**config.mk**
```make
export PLATFORM = sky130hd
export DESIGN_NAME = beat_locked_column_stepper_core_flat
export DESIGN_NICKNAME = d
export VERILOG_FILES = /design/src/rtl/bls_pkg.sv /design/src/rtl/bls_req_if.sv /design/src/rtl/bls_rsp_if.sv /design/src/rtl/bls_csr_if.sv /design/src/rtl/bls_mult.sv /design/src/rtl/bls_divider.sv /design/src/rtl/beat_locked_column_stepper_core.sv /design/src/flat_wrapper.sv
export SDC_FILE = /design/constraint.sdc
export NUM_CORES = 2
export LEC_CHECK = 0
export BUFFER_PORTS_ARGS = -buffer_cell sky130_fd_sc_hd__buf_4
export CORE_MARGIN = 1.5
export CORE_UTILIZATION = 40
export CTS_BUF_LIST = sky130_fd_sc_hd__clkbuf_4 sky130_fd_sc_hd__clkbuf_8
export DETAILED_ROUTE_END_ITERATION = 12
export GPL_TIMING_DRIVEN = 0
export SLEW_MARGIN = 20
export SYNTH_ARGS = -nofsm -noshare
export SYNTH_HDL_FRONTEND = slang
export SYNTH_SLANG_ARGS = --single-unit
export TNS_END_PERCENT = 30
```
**constraint.sdc**
```tcl
create_clock -name clock -period 17.4 [get_ports clock]
set_input_delay 5.22 -clock clock [delete_from_list [all_inputs] [get_ports clock]]
set_output_delay 5.22 -clock clock [all_outputs]
set_load 0.005 [all_outputs]
```
**src/rtl/bls_pkg.sv**
```systemverilog
// ----------------------------------------------------------------------------
// bls_pkg
// Shared types, widths and constants of the beat-locked column stepper.
// ----------------------------------------------------------------------------
package bls_pkg;

   // Channel payload widths
   localparam int PHASE_W    = 16;
   localparam int COL_W      = 4;
   localparam int ROW_W      = 5;
   localparam int CSR_IDX_W  = 3;
   localparam int CSR_DATA_W = 16;

   // Configuration register indexes
   localparam logic [CSR_IDX_W-1:0] REG_COLUMN_COUNT       = 3'd0;
   localparam logic [CSR_IDX_W-1:0] REG_ROW_COUNT          = 3'd1;
   localparam logic [CSR_IDX_W-1:0] REG_LOOP_QUARTER_BEATS = 3'd2;
   localparam logic [CSR_IDX_W-1:0] REG_JITTER_FRACTION    = 3'd3;
   localparam logic [CSR_IDX_W-1:0] REG_SKIP_PROBABILITY   = 3'd4;
   localparam logic [CSR_IDX_W-1:0] REG_HASH_SEED          = 3'd5;

   // Datapath widths
   localparam int WORD_W = 32;
   localparam int PROD_W = 64;
   localparam int DVD_W  = 48;   // dividend of the serial divider
   localparam int DVS_W  = 9;    // divisor of the serial divider
   localparam int NUM_W  = 58;   // {bar_count, phase} * 16 * rows
   localparam int REM_W  = 25;   // remainder of num / (q << 16)
   localparam int THR_W  = 26;   // (65536 - offset) * q

   // Offsets, Q0.16
   localparam logic [15:0] JITTER_MAX  = 16'd62259;
   localparam logic [15:0] SKIP_OFFSET = 16'd58982;
   localparam logic [16:0] ONE_Q16     = 17'h10000;
   localparam logic [15:0] HALF_BAR    = 16'd32768;

   // Hash constants
   localparam logic [WORD_W-1:0] GOLDEN  = 32'h9E3779B9;
   localparam logic [WORD_W-1:0] GOLDEN2 = 32'h3C6EF372;   // 2 * GOLDEN mod 2^32
   localparam logic [WORD_W-1:0] MIX_K1  = 32'hED5AD4BB;
   localparam logic [WORD_W-1:0] MIX_K2  = 32'hAC4C1B51;
   localparam logic [WORD_W-1:0] MIX_K3  = 32'h31848BAB;

   // Multiplier operation codes
   localparam logic [1:0] MUL_PLAIN = 2'd0;
   localparam logic [1:0] MUL_MIX17 = 2'd1;
   localparam logic [1:0] MUL_MIX11 = 2'd2;
   localparam logic [1:0] MUL_MIX15 = 2'd3;

   typedef struct packed {
      logic [1:0]        mode;
      logic [WORD_W-1:0] a;
      logic [WORD_W-1:0] b;
   } mul_req_type;

   typedef struct packed {
      logic             start;
      logic [DVD_W-1:0] dividend;
      logic [DVS_W-1:0] divisor;
   } div_req_type;

   typedef struct packed {
      logic             busy;
      logic             done;
      logic [DVD_W-1:0] quotient;
      logic [DVS_W-1:0] remainder;
   } div_rsp_type;

   // Last xor-shift of the mixer, after the third multiply
   function automatic logic [WORD_W-1:0] mix_tail(input logic [WORD_W-1:0] x);
      return x ^ (x >> 14);
   endfunction

endpackage

```
**src/rtl/bls_req_if.sv**
```systemverilog
// ----------------------------------------------------------------------------
// bls_req_if
// Input channel: one bar-phase sample per transaction.
// ----------------------------------------------------------------------------
interface bls_req_if
   import bls_pkg::*;
();
   logic               valid;
   logic               ready;
   logic [PHASE_W-1:0] bar_phase;

   modport source (output valid, output bar_phase, input ready);
   modport sink   (input valid, input bar_phase, output ready);
endinterface

```
**src/rtl/bls_rsp_if.sv**
```systemverilog
// ----------------------------------------------------------------------------
// bls_rsp_if
// Result channel: one lit row per active column.
// ----------------------------------------------------------------------------
interface bls_rsp_if
   import bls_pkg::*;
();
   logic             valid;
   logic             ready;
   logic [COL_W-1:0] column_index;
   logic [ROW_W-1:0] lit_row;
   logic             last_column;

   modport source (output valid, output column_index, output lit_row,
                   output last_column, input ready);
   modport sink   (input valid, input column_index, input lit_row,
                   input last_column, output ready);
endinterface

```
**src/rtl/bls_csr_if.sv**
```systemverilog
// ----------------------------------------------------------------------------
// bls_csr_if
// Configuration write channel: register index and write data.
// ----------------------------------------------------------------------------
interface bls_csr_if
   import bls_pkg::*;
();
   logic                  valid;
   logic                  ready;
   logic [CSR_IDX_W-1:0]  index;
   logic [CSR_DATA_W-1:0] data;

   modport source (output valid, output index, output data, input ready);
   modport sink   (input valid, input index, input data, output ready);
endinterface

```
**src/rtl/bls_mult.sv**
```systemverilog
// ----------------------------------------------------------------------------
// bls_mult
// Shared 32x32 multiplier with registered product. The mix modes apply the
// hash xor-shift to operand a and multiply by the matching mixer constant.
// ----------------------------------------------------------------------------
module bls_mult
   import bls_pkg::*;
(
   input  logic              clock,
   input  mul_req_type       req,
   output logic [PROD_W-1:0] product_ff
);

   logic [WORD_W-1:0] op_a;
   logic [WORD_W-1:0] op_b;
   logic [PROD_W-1:0] product_in;

   always_comb begin
      unique case (req.mode)
         MUL_PLAIN: begin
            op_a = req.a;
            op_b = req.b;
         end
         MUL_MIX17: begin
            op_a = req.a ^ (req.a >> 17);
            op_b = MIX_K1;
         end
         MUL_MIX11: begin
            op_a = req.a ^ (req.a >> 11);
            op_b = MIX_K2;
         end
         MUL_MIX15: begin
            op_a = req.a ^ (req.a >> 15);
            op_b = MIX_K3;
         end
      endcase
      product_in = {{(PROD_W-WORD_W){1'b0}}, op_a} * {{(PROD_W-WORD_W){1'b0}}, op_b};
   end

   always_ff @(posedge clock) begin
      product_ff <= product_in;
   end

endmodule

```
**src/rtl/bls_divider.sv**
```systemverilog
// ----------------------------------------------------------------------------
// bls_divider
// Restoring divider, one quotient bit per cycle. Once the last quotient bit
// is in, done pulses for one cycle with quotient and remainder valid.
// ----------------------------------------------------------------------------
module bls_divider
   import bls_pkg::*;
(
   input  logic        clock,
   input  logic        reset,
   input  div_req_type req,
   output div_rsp_type rsp
);

   localparam int CNT_W = $clog2(DVD_W + 1);

   logic             busy_ff;
   logic             done_ff;
   logic [CNT_W-1:0] count_ff;
   logic [DVD_W-1:0] dvd_ff;
   logic [DVD_W-1:0] dvd_in;
   logic [DVS_W-1:0] rem_ff;
   logic [DVS_W-1:0] rem_in;
   logic [DVS_W-1:0] div_ff;
   logic [DVS_W:0]   trial;
   logic [DVS_W:0]   diff;
   logic             fits;

   always_comb begin
      trial  = {rem_ff, dvd_ff[DVD_W-1]};
      diff   = trial - {1'b0, div_ff};
      fits   = (trial >= {1'b0, div_ff});
      rem_in = fits ? diff[DVS_W-1:0] : trial[DVS_W-1:0];
      // dividend shifts out at the top while quotient bits shift in below
      dvd_in = {dvd_ff[DVD_W-2:0], fits};
   end

   always_ff @(posedge clock) begin
      if (reset) begin
         busy_ff  <= 1'b0;
         done_ff  <= 1'b0;
         count_ff <= '0;
      end else begin
         done_ff <= 1'b0;
         if (req.start) begin
            busy_ff  <= 1'b1;
            count_ff <= CNT_W'(DVD_W);
         end else if (busy_ff) begin
            count_ff <= count_ff - 1'b1;
            if (count_ff == CNT_W'(1)) begin
               busy_ff <= 1'b0;
               done_ff <= 1'b1;
            end
         end
      end
   end

   always_ff @(posedge clock) begin
      if (req.start) begin
         dvd_ff <= req.dividend;
         rem_ff <= '0;
         div_ff <= req.divisor;
      end else if (busy_ff) begin
         dvd_ff <= dvd_in;
         rem_ff <= rem_in;
      end
   end

   assign rsp.busy      = busy_ff;
   assign rsp.done      = done_ff;
   assign rsp.quotient  = dvd_ff;
   assign rsp.remainder = rem_ff;

   a_start_when_free: assert property (@(posedge clock) disable iff (reset)
      req.start |-> !busy_ff)
      else $error("divider started while busy");

   a_remainder_bound: assert property (@(posedge clock) disable iff (reset)
      done_ff |-> (rem_ff < div_ff))
      else $error("divider remainder not below divisor");

   a_finish_flags_done: assert property (@(posedge clock) disable iff (reset)
      $fell(busy_ff) |-> done_ff)
      else $error("divider finished without done");

endmodule

```
**src/rtl/beat_locked_column_stepper_core.sv**
```systemverilog
// ----------------------------------------------------------------------------
// beat_locked_column_stepper_core
// Turns bar-phase samples into one lit row per active column.
//
// req_port takes one bar_phase sample (Q0.16) per transaction. The block
// counts bar wraps, forms the step clock, hashes every column for its early
// step and returns one transaction per active column on rsp_port, in column
// order, with last_column set on the final one. csr_port writes the six
// configuration registers and is always ready; write only while idle.
// The block takes one sample at a time. Setup forms the operand products and
// thresholds, runs three passes of the serial divider, for the step clock, the
// row index and the skip column, and seven hash mixes on the shared
// multiplier; each active column then takes four mixes and the output load.
// req_port.ready returns once the last result has been loaded into the
// output register.
// Reset restores the register defaults and leaves the clock unseeded: the
// first sample seeds the wrap detector. A stalled receiver holds the output
// register and the sequencer waits before loading the next column.
// ----------------------------------------------------------------------------
module beat_locked_column_stepper_core
   import bls_pkg::*;
#(
   parameter int MAX_COLUMNS = 16,
   parameter int MAX_ROWS    = 32
)
(
   input  logic       clock,
   input  logic       reset,
   bls_req_if.sink    req_port,
   bls_rsp_if.source  rsp_port,
   bls_csr_if.sink    csr_port
);

   localparam int STATE_W = 4;
   localparam logic [STATE_W-1:0] ST_IDLE    = 4'd0;
   localparam logic [STATE_W-1:0] ST_NUM_HI  = 4'd1;
   localparam logic [STATE_W-1:0] ST_NUM_LO  = 4'd2;
   localparam logic [STATE_W-1:0] ST_NUM_SUM = 4'd3;
   localparam logic [STATE_W-1:0] ST_THR_J   = 4'd4;
   localparam logic [STATE_W-1:0] ST_THR_S   = 4'd5;
   localparam logic [STATE_W-1:0] ST_DIV_Q   = 4'd6;
   localparam logic [STATE_W-1:0] ST_DIV_R   = 4'd7;
   localparam logic [STATE_W-1:0] ST_MIX     = 4'd8;
   localparam logic [STATE_W-1:0] ST_DIV_P   = 4'd9;
   localparam logic [STATE_W-1:0] ST_EMIT    = 4'd10;

   // hash steps, in execution order
   localparam int HSTEP_W = 4;
   localparam logic [HSTEP_W-1:0] H_M0  = 4'd0;
   localparam logic [HSTEP_W-1:0] H_M1  = 4'd1;
   localparam logic [HSTEP_W-1:0] H_M2  = 4'd2;
   localparam logic [HSTEP_W-1:0] H_M3  = 4'd3;
   localparam logic [HSTEP_W-1:0] H_SK1 = 4'd4;
   localparam logic [HSTEP_W-1:0] H_SK2 = 4'd5;
   localparam logic [HSTEP_W-1:0] H_PK  = 4'd6;
   localparam logic [HSTEP_W-1:0] H_E1  = 4'd7;
   localparam logic [HSTEP_W-1:0] H_E2  = 4'd8;
   localparam logic [HSTEP_W-1:0] H_G1  = 4'd9;
   localparam logic [HSTEP_W-1:0] H_G2  = 4'd10;

   localparam logic [15:0] SKIP_STEP = 16'd6554;   // 65536 - SKIP_OFFSET

   // configuration
   logic [4:0]  column_count_ff;
   logic [5:0]  row_count_ff;
   logic [8:0]  loop_quarter_beats_ff;
   logic [15:0] jitter_fraction_ff;
   logic [15:0] skip_probability_ff;
   logic [15:0] hash_seed_ff;

   // sequencer and phase tracking
   logic [STATE_W-1:0] state_ff, state_in;
   logic [HSTEP_W-1:0] hstep_ff, hstep_in;
   logic [1:0]         mphase_ff, mphase_in;
   logic               seeded_ff, seeded_in;
   logic [15:0]        prev_phase_ff, prev_phase_in;
   logic [31:0]        bar_count_ff, bar_count_in;

   // datapath
   logic [37:0]        acc_ff, acc_in;
   logic [NUM_W-1:0]   num_ff, num_in;
   logic [THR_W-1:0]   thr_j_ff, thr_j_in;
   logic [THR_W-1:0]   thr_s_ff, thr_s_in;
   logic [REM_W-1:0]   rem_ff, rem_in;
   logic [DVD_W-1:0]   n_ff, n_in;
   logic [WORD_W-1:0]  cycle_ff, cycle_in;
   logic [5:0]         nmod_ff, nmod_in;
   logic [WORD_W-1:0]  m0_ff, m0_in;
   logic [WORD_W-1:0]  m1_ff, m1_in;
   logic [WORD_W-1:0]  m2_ff, m2_in;
   logic [WORD_W-1:0]  m3_ff, m3_in;
   logic [WORD_W-1:0]  tmp_ff, tmp_in;
   logic               skip_fire_ff, skip_fire_in;
   logic [4:0]         pick_ff, pick_in;
   logic [WORD_W-1:0]  eager_ff, eager_in;
   logic [WORD_W-1:0]  gate_ff, gate_in;
   logic [4:0]         column_ff, column_in;

   // output register
   logic               rsp_valid_ff, rsp_valid_in;
   logic [COL_W-1:0]   rsp_col_ff, rsp_col_in;
   logic [ROW_W-1:0]   rsp_row_ff, rsp_row_in;
   logic               rsp_last_ff, rsp_last_in;

   // shared units
   mul_req_type        mul_req;
   logic [PROD_W-1:0]  mul_product;
   div_req_type        div_req;
   div_rsp_type        div_rsp;

   // derived values
   logic [4:0]         cols;
   logic [5:0]         rows;
   logic [8:0]         q;
   logic [15:0]        jit;
   logic [WORD_W-1:0]  un;
   logic [WORD_W-1:0]  mix_src;
   logic [WORD_W-1:0]  mix_out;
   logic               gate_fire;
   logic               skip_here;
   logic               early_j;
   logic               early_s;
   logic               early;
   logic               last_col;
   logic [5:0]         lit;
   logic [DVD_W-1:0]   n_next;

   bls_mult u_mult (
      .clock      (clock),
      .req        (mul_req),
      .product_ff (mul_product)
   );

   bls_divider u_divider (
      .clock (clock),
      .reset (reset),
      .req   (div_req),
      .rsp   (div_rsp)
   );

   // register clamps
   always_comb begin
      cols = column_count_ff;
      if (column_count_ff == 5'd0) begin
         cols = 5'd1;
      end else if (int'(column_count_ff) > MAX_COLUMNS) begin
         cols = 5'(MAX_COLUMNS);
      end
      rows = row_count_ff;
      if (row_count_ff < 6'd2) begin
         rows = 6'd2;
      end else if (int'(row_count_ff) > MAX_ROWS) begin
         rows = 6'(MAX_ROWS);
      end
      q = loop_quarter_beats_ff;
      if (loop_quarter_beats_ff == 9'd0) begin
         q = 9'd1;
      end else if (loop_quarter_beats_ff > 9'd256) begin
         q = 9'd256;
      end
      jit = (jitter_fraction_ff > JITTER_MAX) ? JITTER_MAX : jitter_fraction_ff;
   end

   assign un      = n_ff[WORD_W-1:0];
   assign mix_out = mix_tail(mul_product[WORD_W-1:0]);
   assign n_next  = div_rsp.quotient + DVD_W'(1);

   // first input word of each hash step
   always_comb begin
      unique case (hstep_ff) inside
         H_M0:       mix_src = {16'd0, hash_seed_ff};
         H_M1:       mix_src = {16'd0, hash_seed_ff} ^ GOLDEN;
         H_M2:       mix_src = {16'd0, hash_seed_ff} ^ GOLDEN2;
         H_M3:       mix_src = {16'd0, hash_seed_ff} + 32'd3;
         H_SK1:      mix_src = m2_ff + un;
         H_SK2:      mix_src = tmp_ff;
         H_PK:       mix_src = un ^ m3_ff;
         H_E1:       mix_src = m0_ff + {27'd0, column_ff};
         H_E2:       mix_src = tmp_ff + cycle_ff;
         H_G1:       mix_src = m1_ff + {27'd0, column_ff};
         H_G2:       mix_src = tmp_ff + un;
         default:    mix_src = '0;
      endcase
   end

   // early step decision for the current column
   always_comb begin
      gate_fire = (gate_ff < eager_ff);
      // skip applies unless the jitter gate fires with an offset of at least SKIP_OFFSET
      skip_here = skip_fire_ff && (pick_ff == column_ff) &&
                  !(gate_fire && (jit >= SKIP_OFFSET));
      early_j   = (thr_j_ff <= {1'b0, rem_ff});
      early_s   = (thr_s_ff <= {1'b0, rem_ff});
      if (skip_here) begin
         early = early_s;
      end else begin
         early = gate_fire && (jit != 16'd0) && early_j;
      end
      if (early) begin
         lit = nmod_ff;
      end else if (nmod_ff == 6'd0) begin
         lit = rows - 6'd1;
      end else begin
         lit = nmod_ff - 6'd1;
      end
      last_col = (({1'b0, column_ff} + 6'd1) == {1'b0, cols});
   end

   // sequencer
   always_comb begin
      state_in      = state_ff;
      hstep_in      = hstep_ff;
      mphase_in     = mphase_ff;
      seeded_in     = seeded_ff;
      prev_phase_in = prev_phase_ff;
      bar_count_in  = bar_count_ff;
      acc_in        = acc_ff;
      num_in        = num_ff;
      thr_j_in      = thr_j_ff;
      thr_s_in      = thr_s_ff;
      rem_in        = rem_ff;
      n_in          = n_ff;
      cycle_in      = cycle_ff;
      nmod_in       = nmod_ff;
      m0_in         = m0_ff;
      m1_in         = m1_ff;
      m2_in         = m2_ff;
      m3_in         = m3_ff;
      tmp_in        = tmp_ff;
      skip_fire_in  = skip_fire_ff;
      pick_in       = pick_ff;
      eager_in      = eager_ff;
      gate_in       = gate_ff;
      column_in     = column_ff;
      rsp_valid_in  = rsp_valid_ff;
      rsp_col_in    = rsp_col_ff;
      rsp_row_in    = rsp_row_ff;
      rsp_last_in   = rsp_last_ff;
      mul_req       = '{mode: MUL_PLAIN, a: '0, b: '0};
      div_req       = '{start: 1'b0, dividend: '0, divisor: '0};

      if (rsp_valid_ff && rsp_port.ready) begin
         rsp_valid_in = 1'b0;
      end

      unique case (state_ff)
         ST_IDLE: begin
            if (req_port.valid) begin
               seeded_in     = 1'b1;
               // a drop of more than half a bar is a wrap
               if (seeded_ff && (prev_phase_ff > req_port.bar_phase) &&
                   ((prev_phase_ff - req_port.bar_phase) > HALF_BAR)) begin
                  bar_count_in = bar_count_ff + 32'd1;
               end
               prev_phase_in = req_port.bar_phase;
               state_in      = ST_NUM_HI;
            end
         end
         ST_NUM_HI: begin
            mul_req.a = bar_count_ff;
            mul_req.b = WORD_W'(rows);
            state_in  = ST_NUM_LO;
         end
         ST_NUM_LO: begin
            acc_in    = mul_product[37:0];
            mul_req.a = WORD_W'(prev_phase_ff);
            mul_req.b = WORD_W'(rows);
            state_in  = ST_NUM_SUM;
         end
         ST_NUM_SUM: begin
            // num = ({bar_count, phase} * rows) << 4
            num_in    = (NUM_W'(acc_ff) << 20) + NUM_W'({mul_product[21:0], 4'b0000});
            mul_req.a = WORD_W'(ONE_Q16 - {1'b0, jit});
            mul_req.b = WORD_W'(q);
            state_in  = ST_THR_J;
         end
         ST_THR_J: begin
            thr_j_in         = mul_product[THR_W-1:0];
            mul_req.a        = WORD_W'(SKIP_STEP);
            mul_req.b        = WORD_W'(q);
            // dividing by q << 16 is dividing num >> 16 by q
            div_req.start    = 1'b1;
            div_req.dividend = DVD_W'(num_ff[NUM_W-1:16]);
            div_req.divisor  = DVS_W'(q);
            state_in         = ST_THR_S;
         end
         ST_THR_S: begin
            thr_s_in = mul_product[THR_W-1:0];
            state_in = ST_DIV_Q;
         end
         ST_DIV_Q: begin
            if (div_rsp.done) begin
               n_in             = n_next;
               rem_in           = {div_rsp.remainder, num_ff[15:0]};
               div_req.start    = 1'b1;
               div_req.dividend = n_next;
               div_req.divisor  = DVS_W'(rows);
               state_in         = ST_DIV_R;
            end
         end
         ST_DIV_R: begin
            if (div_rsp.done) begin
               cycle_in  = div_rsp.quotient[WORD_W-1:0];
               nmod_in   = div_rsp.remainder[5:0];
               hstep_in  = H_M0;
               mphase_in = 2'd0;
               state_in  = ST_MIX;
            end
         end
         ST_MIX: begin
            mphase_in = mphase_ff + 2'd1;
            unique case (mphase_ff)
               2'd0: begin
                  mul_req.mode = MUL_MIX17;
                  mul_req.a    = mix_src;
               end
               2'd1: begin
                  mul_req.mode = MUL_MIX11;
                  mul_req.a    = mul_product[WORD_W-1:0];
               end
               2'd2: begin
                  mul_req.mode = MUL_MIX15;
                  mul_req.a    = mul_product[WORD_W-1:0];
               end
               2'd3: begin
                  hstep_in = hstep_ff + 4'd1;
                  unique case (hstep_ff) inside
                     H_M0: m0_in = mix_out;
                     H_M1: m1_in = mix_out;
                     H_M2: m2_in = mix_out;
                     H_M3: m3_in = mix_out;
                     H_SK1, H_E1, H_G1: tmp_in = mix_out;
                     H_SK2: begin
                        skip_fire_in = (skip_probability_ff != 16'd0) &&
                                       (mix_out < {skip_probability_ff, 16'd0});
                     end
                     H_PK: begin
                        div_req.start    = 1'b1;
                        div_req.dividend = DVD_W'(mix_out);
                        div_req.divisor  = DVS_W'(cols);
                        state_in         = ST_DIV_P;
                     end
                     H_E2: eager_in = mix_out;
                     H_G2: begin
                        gate_in  = mix_out;
                        state_in = ST_EMIT;
                     end
                     default: state_in = ST_IDLE;
                  endcase
               end
            endcase
         end
         ST_DIV_P: begin
            if (div_rsp.done) begin
               pick_in   = div_rsp.remainder[4:0];
               column_in = 5'd0;
               hstep_in  = H_E1;
               mphase_in = 2'd0;
               state_in  = ST_MIX;
            end
         end
         ST_EMIT: begin
            if (!rsp_valid_ff || rsp_port.ready) begin
               rsp_valid_in = 1'b1;
               rsp_col_in   = column_ff[COL_W-1:0];
               rsp_row_in   = lit[ROW_W-1:0];
               rsp_last_in  = last_col;
               if (last_col) begin
                  state_in = ST_IDLE;
               end else begin
                  column_in = column_ff + 5'd1;
                  hstep_in  = H_E1;
                  mphase_in = 2'd0;
                  state_in  = ST_MIX;
               end
            end
         end
         default: state_in = ST_IDLE;
      endcase
   end

   always_ff @(posedge clock) begin
      if (reset) begin
         state_ff      <= ST_IDLE;
         hstep_ff      <= H_M0;
         mphase_ff     <= 2'd0;
         seeded_ff     <= 1'b0;
         prev_phase_ff <= '0;
         bar_count_ff  <= '0;
         rsp_valid_ff  <= 1'b0;
      end else begin
         state_ff      <= state_in;
         hstep_ff      <= hstep_in;
         mphase_ff     <= mphase_in;
         seeded_ff     <= seeded_in;
         prev_phase_ff <= prev_phase_in;
         bar_count_ff  <= bar_count_in;
         rsp_valid_ff  <= rsp_valid_in;
      end
   end

   always_ff @(posedge clock) begin
      acc_ff       <= acc_in;
      num_ff       <= num_in;
      thr_j_ff     <= thr_j_in;
      thr_s_ff     <= thr_s_in;
      rem_ff       <= rem_in;
      n_ff         <= n_in;
      cycle_ff     <= cycle_in;
      nmod_ff      <= nmod_in;
      m0_ff        <= m0_in;
      m1_ff        <= m1_in;
      m2_ff        <= m2_in;
      m3_ff        <= m3_in;
      tmp_ff       <= tmp_in;
      skip_fire_ff <= skip_fire_in;
      pick_ff      <= pick_in;
      eager_ff     <= eager_in;
      gate_ff      <= gate_in;
      column_ff    <= column_in;
      rsp_col_ff   <= rsp_col_in;
      rsp_row_ff   <= rsp_row_in;
      rsp_last_ff  <= rsp_last_in;
   end

   // configuration writes, masked to register width
   always_ff @(posedge clock) begin
      if (reset) begin
         column_count_ff       <= 5'd4;
         row_count_ff          <= 6'd10;
         loop_quarter_beats_ff <= 9'd32;
         jitter_fraction_ff    <= 16'd22938;
         skip_probability_ff   <= 16'd9830;
         hash_seed_ff          <= 16'd0;
      end else if (csr_port.valid) begin
         unique case (csr_port.index)
            REG_COLUMN_COUNT:       column_count_ff       <= csr_port.data[4:0];
            REG_ROW_COUNT:          row_count_ff          <= csr_port.data[5:0];
            REG_LOOP_QUARTER_BEATS: loop_quarter_beats_ff <= csr_port.data[8:0];
            REG_JITTER_FRACTION:    jitter_fraction_ff    <= csr_port.data;
            REG_SKIP_PROBABILITY:   skip_probability_ff   <= csr_port.data;
            REG_HASH_SEED:          hash_seed_ff          <= csr_port.data;
            default: ;
         endcase
      end
   end

   assign csr_port.ready        = 1'b1;
   assign req_port.ready        = (state_ff == ST_IDLE);
   assign rsp_port.valid        = rsp_valid_ff;
   assign rsp_port.column_index = rsp_col_ff;
   assign rsp_port.lit_row      = rsp_row_ff;
   assign rsp_port.last_column  = rsp_last_ff;

   a_last_is_final_column: assert property (@(posedge clock) disable iff (reset)
      (rsp_valid_ff && rsp_last_ff) |-> (rsp_col_ff == COL_W'(cols - 5'd1)))
      else $error("last_column on a column other than the final one");

   a_busy_after_accept: assert property (@(posedge clock) disable iff (reset)
      (req_port.valid && req_port.ready) |=> !req_port.ready)
      else $error("input accepted again before the sample was processed");

   a_row_index_in_range: assert property (@(posedge clock) disable iff (reset)
      (state_ff == ST_EMIT) |-> (nmod_ff < rows))
      else $error("step row index out of range");

endmodule
```
**src/flat_wrapper.sv**
```systemverilog
// flat-port wrapper written by rule: the top's interface ports become plain ports
module beat_locked_column_stepper_core_flat import bls_pkg::*;
#(
   parameter int MAX_COLUMNS = 16,
   parameter int MAX_ROWS    = 32
)
  (clock, reset, req_port_valid, req_port_bar_phase, req_port_ready, rsp_port_valid, rsp_port_column_index, rsp_port_lit_row, rsp_port_last_column, rsp_port_ready, csr_port_valid, csr_port_index, csr_port_data, csr_port_ready);
  bls_req_if req_port_i ();
  bls_rsp_if rsp_port_i ();
  bls_csr_if csr_port_i ();
  input  logic clock;
  input  logic reset;
  input wire logic [$bits(req_port_i.valid)-1:0] req_port_valid;
  input wire logic [$bits(req_port_i.bar_phase)-1:0] req_port_bar_phase;
  output wire logic [$bits(req_port_i.ready)-1:0] req_port_ready;
  output wire logic [$bits(rsp_port_i.valid)-1:0] rsp_port_valid;
  output wire logic [$bits(rsp_port_i.column_index)-1:0] rsp_port_column_index;
  output wire logic [$bits(rsp_port_i.lit_row)-1:0] rsp_port_lit_row;
  output wire logic [$bits(rsp_port_i.last_column)-1:0] rsp_port_last_column;
  input wire logic [$bits(rsp_port_i.ready)-1:0] rsp_port_ready;
  input wire logic [$bits(csr_port_i.valid)-1:0] csr_port_valid;
  input wire logic [$bits(csr_port_i.index)-1:0] csr_port_index;
  input wire logic [$bits(csr_port_i.data)-1:0] csr_port_data;
  output wire logic [$bits(csr_port_i.ready)-1:0] csr_port_ready;
  assign req_port_i.valid = req_port_valid;
  assign req_port_i.bar_phase = req_port_bar_phase;
  assign req_port_ready = req_port_i.ready;
  assign rsp_port_valid = rsp_port_i.valid;
  assign rsp_port_column_index = rsp_port_i.column_index;
  assign rsp_port_lit_row = rsp_port_i.lit_row;
  assign rsp_port_last_column = rsp_port_i.last_column;
  assign rsp_port_i.ready = rsp_port_ready;
  assign csr_port_i.valid = csr_port_valid;
  assign csr_port_i.index = csr_port_index;
  assign csr_port_i.data = csr_port_data;
  assign csr_port_ready = csr_port_i.ready;
  beat_locked_column_stepper_core #(.MAX_COLUMNS(MAX_COLUMNS), .MAX_ROWS(MAX_ROWS)) u_core (.clock(clock), .reset(reset), .req_port(req_port_i), .rsp_port(rsp_port_i), .csr_port(csr_port_i));
endmodule
```
==> run summary <==
Synthesis
• 0.337 — post-synthesis sequential area ratio
• 0 — count of synthesis-stage warnings from yosys
• sky130_fd_sc_hd__inv_1, sky130_fd_sc_hd__nand2_1, sky130_fd_sc_hd__edfxtp_1 — most frequent cells after synthesis
• 0.275 — share of the synthesized area in the top cell type
• 0.0587 sq mm — post-synthesis cell area
• 0 — Post-synth ARST share
• 109 — unique cell type count in the Yosys netlist
• sky130_fd_sc_hd__inv_1 — most common cell in the synthesized netlist
• 5965 — count of mapped cells out of synthesis
• 720 — number of storage elements in the synthesis netlist
• sky130_fd_sc_hd__edfxtp_1 — Main synth FF type
• 6932 — Synth Net Count
• 9.85 sq um — Avg Inst Size Synth
• sky130_fd_sc_hd__edfxtp_1 — cell taking the most area after synthesis
• 537 — Post-synth EDFFs
• sky130_fd_sc_hd__edfxtp_1, sky130_fd_sc_hd__fa_1, sky130_fd_sc_hd__ha_1 — leading post-synthesis cells by cell area

Route
• 8 — length of the first detailed-routing pass in iterations
• 27.4 um — final routed wire length divided by cell count
• 224000 um — detailed-route wire length
• 5.77 — vias per inst
• 47243 — vias
• 0 — number of antenna-violating nets in the routed design
• 0 — Remaining DRCs
• 5390 — Starting DRT DRC Count

STA
• 1.23 ns — slew at the pin with the worst max-slew slack
• 0 — total setup violations reported at the end of the flow
• 0.0810 ns — worst clock skew
• 0 — number of hold-slack violations in the final timing report
• 0.404 ns — hold slack final
• 16.98 ns — clock period minus final worst setup slack
• 0.0589 GHz — f_max
• 0.976 — Final period util
• 0.420 ns — post-route worst setup slack
• 0 ns — accumulated negative setup slack
• 0 — Pins Over Slew Limit
• no — setup repair after global routing missed its margin
• 0.175 — worst slew slack as a fraction of its limit

Placement
• 0.947 ns — pre-CTS setup slack
• 1.09 — final weighted congestion in routability-driven placement
• 179000 um — hpwl dp
• 0.0622 sq mm — instance area at placement
• 50 — IO Port Bufs
• 7955 — Inst Count DP

Final layout
• 0.0350 sq mm — area taken by multi-input logic gates
• 0.0648 sq mm — finished layout cell area
• 14146 — # fillers
• 0.445 — Util after Layout
• 8182 — count of placed standard cells in the final layout, fillers left out
• 7124 — final layout net count
• 0.0758 — fraction of layout cells with a size suffix above 1
• 10.4% — synthesis-to-finish area growth
• 0.0198 sq mm — sequential standard cell area

GRT
• 23 — antenna violations before repair
• 63 — maximum number of pins on one net before global-route repair
• 321000 um — global-route wire length before repair
• 0.301 — GRT Resource Usage Total
• 0 — GR Overflow Total
• 46451 — via count of the first global-routing pass

Floorplanning
• 0.146 sq mm — Core Footprint
• 386 um — Chip Width
• 53 — count of pins on the block boundary
• 0.403 — starting utilization of the core area
• 386 um — Die H
• 0.149 sq mm — overall die area
• 140 — cell row count

Critical path
• 18.07 ns — required time of the worst setup path
• sky130_fd_sc_hd__fa_1 — most common cell type on the critical path
• sky130_fd_sc_hd__clkbuf_1 — cell at the slowest stage of the critical path
• u_core.hstep_ff[0] — r2r startpoint
• u_core.u_mult.product_ff[37] — destination of the critical timing path
• flip-flop — Worst Setup End Kind
• flip-flop — Critical Path Source Type
• 52 — count of cells along the worst register-to-register path
• u_core.u_mult.product_ff[37] — Critical R2R Capture
• u_core.hstep_ff[0] — source of the critical timing path
• 0.42 ns — register-to-register path setup slack
• 10 — CP max FO
• 0.66 ns — Critical Path Max Stage Delay
• flip-flop to flip-flop — classification of the worst setup path
• 17.65 ns — Arr. time, crit path

Hold path
• flip-flop to flip-flop — Hold/Removal Path Class

Clocking
• 117 — CTS Buf Count
• 3 — number of levels the H-tree was split into
• 0 — count of hold buffers inserted by post-cts repair
• 720 — Sink Count
• sky130_fd_sc_hd__clkbuf_8 — clock root cell
• 0.06 ns — CTS clock-pin slew for the worst setup and hold paths
• 0.88 ns — clock latency reported for the late side of the worst-skew pair
• 0 — cts repair resizes
• 3 — maximum number of buffers from clock root to sink
• 0 — post-CTS setup repair buffer count
• built — TritonCTS clock tree

Flow run
• 0 — number of max-cap violations

Power
• 27.6 nW — Leakage
• 4.18 mW — total power after layout
• 0.0723 mV — worst supply voltage drop on vdd
• 64.5 mW/mm^2 — ratio of total power to cell area

Outcome
• complete, no violations — run status

-- worst min path at each step --
stage | start | cells after the start | to
after floorplan | u_core.u_mult.product_ff[32] | 0 | u_core.acc_ff[32]
after global placement | u_core.u_mult.product_ff[36] | 0 | u_core.acc_ff[36]
after detailed placement | u_core.u_mult.product_ff[37] | 0 | u_core.acc_ff[37]
after CTS | u_core.u_mult.product_ff[37] | 0 | u_core.acc_ff[37]
after global routing | u_core.u_mult.product_ff[36] | 0 | u_core.acc_ff[36]
final | u_core.u_mult.product_ff[37] | 0 | u_core.acc_ff[37]
-- routing by layer --
layer | GRT usage | up-vias | wire length, um
li1 | - | 20731 | -
met1 | 0.389 | 23616 | 89500
met2 | 0.473 | 2276 | 101000
met3 | 0.0651 | 610 | 19900
met4 | 0.155 | 10 | 14000
met5 | 0 | - | 69
-- where the power goes --
group	internal (mW)	switching (mW)
clock network	0.857	0.747
registers	1.93	0.105
logic	0.167	0.371
total	2.96	1.22
-- cell usage in the layout (no fill, tap or decap), types with 45 or more instances in the layout --
cell / count
sky130_fd_sc_hd__a21o_1: 98
sky130_fd_sc_hd__a21oi_1: 283
sky130_fd_sc_hd__a221oi_1: 45
sky130_fd_sc_hd__and2_1: 89
sky130_fd_sc_hd__and3_1: 60
sky130_fd_sc_hd__buf_4: 57
sky130_fd_sc_hd__clkbuf_1: 186
sky130_fd_sc_hd__clkbuf_8: 130
sky130_fd_sc_hd__dfxtp_1: 166
sky130_fd_sc_hd__edfxtp_1: 537
sky130_fd_sc_hd__fa_1: 509
sky130_fd_sc_hd__ha_1: 418
sky130_fd_sc_hd__inv_1: 881
sky130_fd_sc_hd__mux2_2: 47
sky130_fd_sc_hd__mux2i_1: 51
sky130_fd_sc_hd__nand2_1: 571
sky130_fd_sc_hd__nand2b_1: 61
sky130_fd_sc_hd__nand3_1: 129
sky130_fd_sc_hd__nand4_1: 72
sky130_fd_sc_hd__nor2_1: 465
sky130_fd_sc_hd__nor2b_1: 60
sky130_fd_sc_hd__nor3_1: 77
sky130_fd_sc_hd__o21ai_0: 150
sky130_fd_sc_hd__xnor2_1: 177
sky130_fd_sc_hd__xor2_1: 138
-- cell type report --
cell class,instances,area share
antenna,11,0.000425
sequential,720,0.306
buffer,229,0.0145
multi-input combinational,4131,0.540
clock inverter,46,0.00683
clock buffer,170,0.0322
tap,1917,0.0370
inverter,885,0.0513
timing repair buffer,73,0.0119
-- flip-flops by register name (all words and copies together) (netlist names), 32 cells and up --
register	flops
u_core.u_divider.dvd_ff	48
u_core.m2_ff	32
u_core.bar_count_ff	32
u_core.gate_ff	32
u_core.m0_ff	32
u_core.n_ff	32
u_core.m3_ff	32
u_core.cycle_ff	32
u_core.num_ff	54
u_core.eager_ff	32
u_core.acc_ff	38
u_core.tmp_ff	32
u_core.m1_ff	32
u_core.u_mult.product_ff	38
-- logic make-up (layout without fill, tap and decap cells) --
group           Yosys count  count (layout)  synth area share
flops                   720             720             0.337
compound gates         1020            1020             0.118
simple gates           1750            1750             0.141
xor+xnor                332             332            0.0500
buf+inv                1114            1403            0.0724
fa+ha+maj               927             927             0.263
mux                     101             101            0.0186
other cells               1              12         0.0000638
-- worst max-delay path: cells and delay by family (launching register included) --
family | cells | cell delay [ns]
fa+ha+maj | 12 | 5.20
mux | 2 | 0.90
compound gates | 18 | 5.26
flops | 1 | 0.40
simple gates | 6 | 1.73
buf+inv | 9 | 2.20
xor+xnor | 5 | 1.10
(Power assumes the default switching activity.)
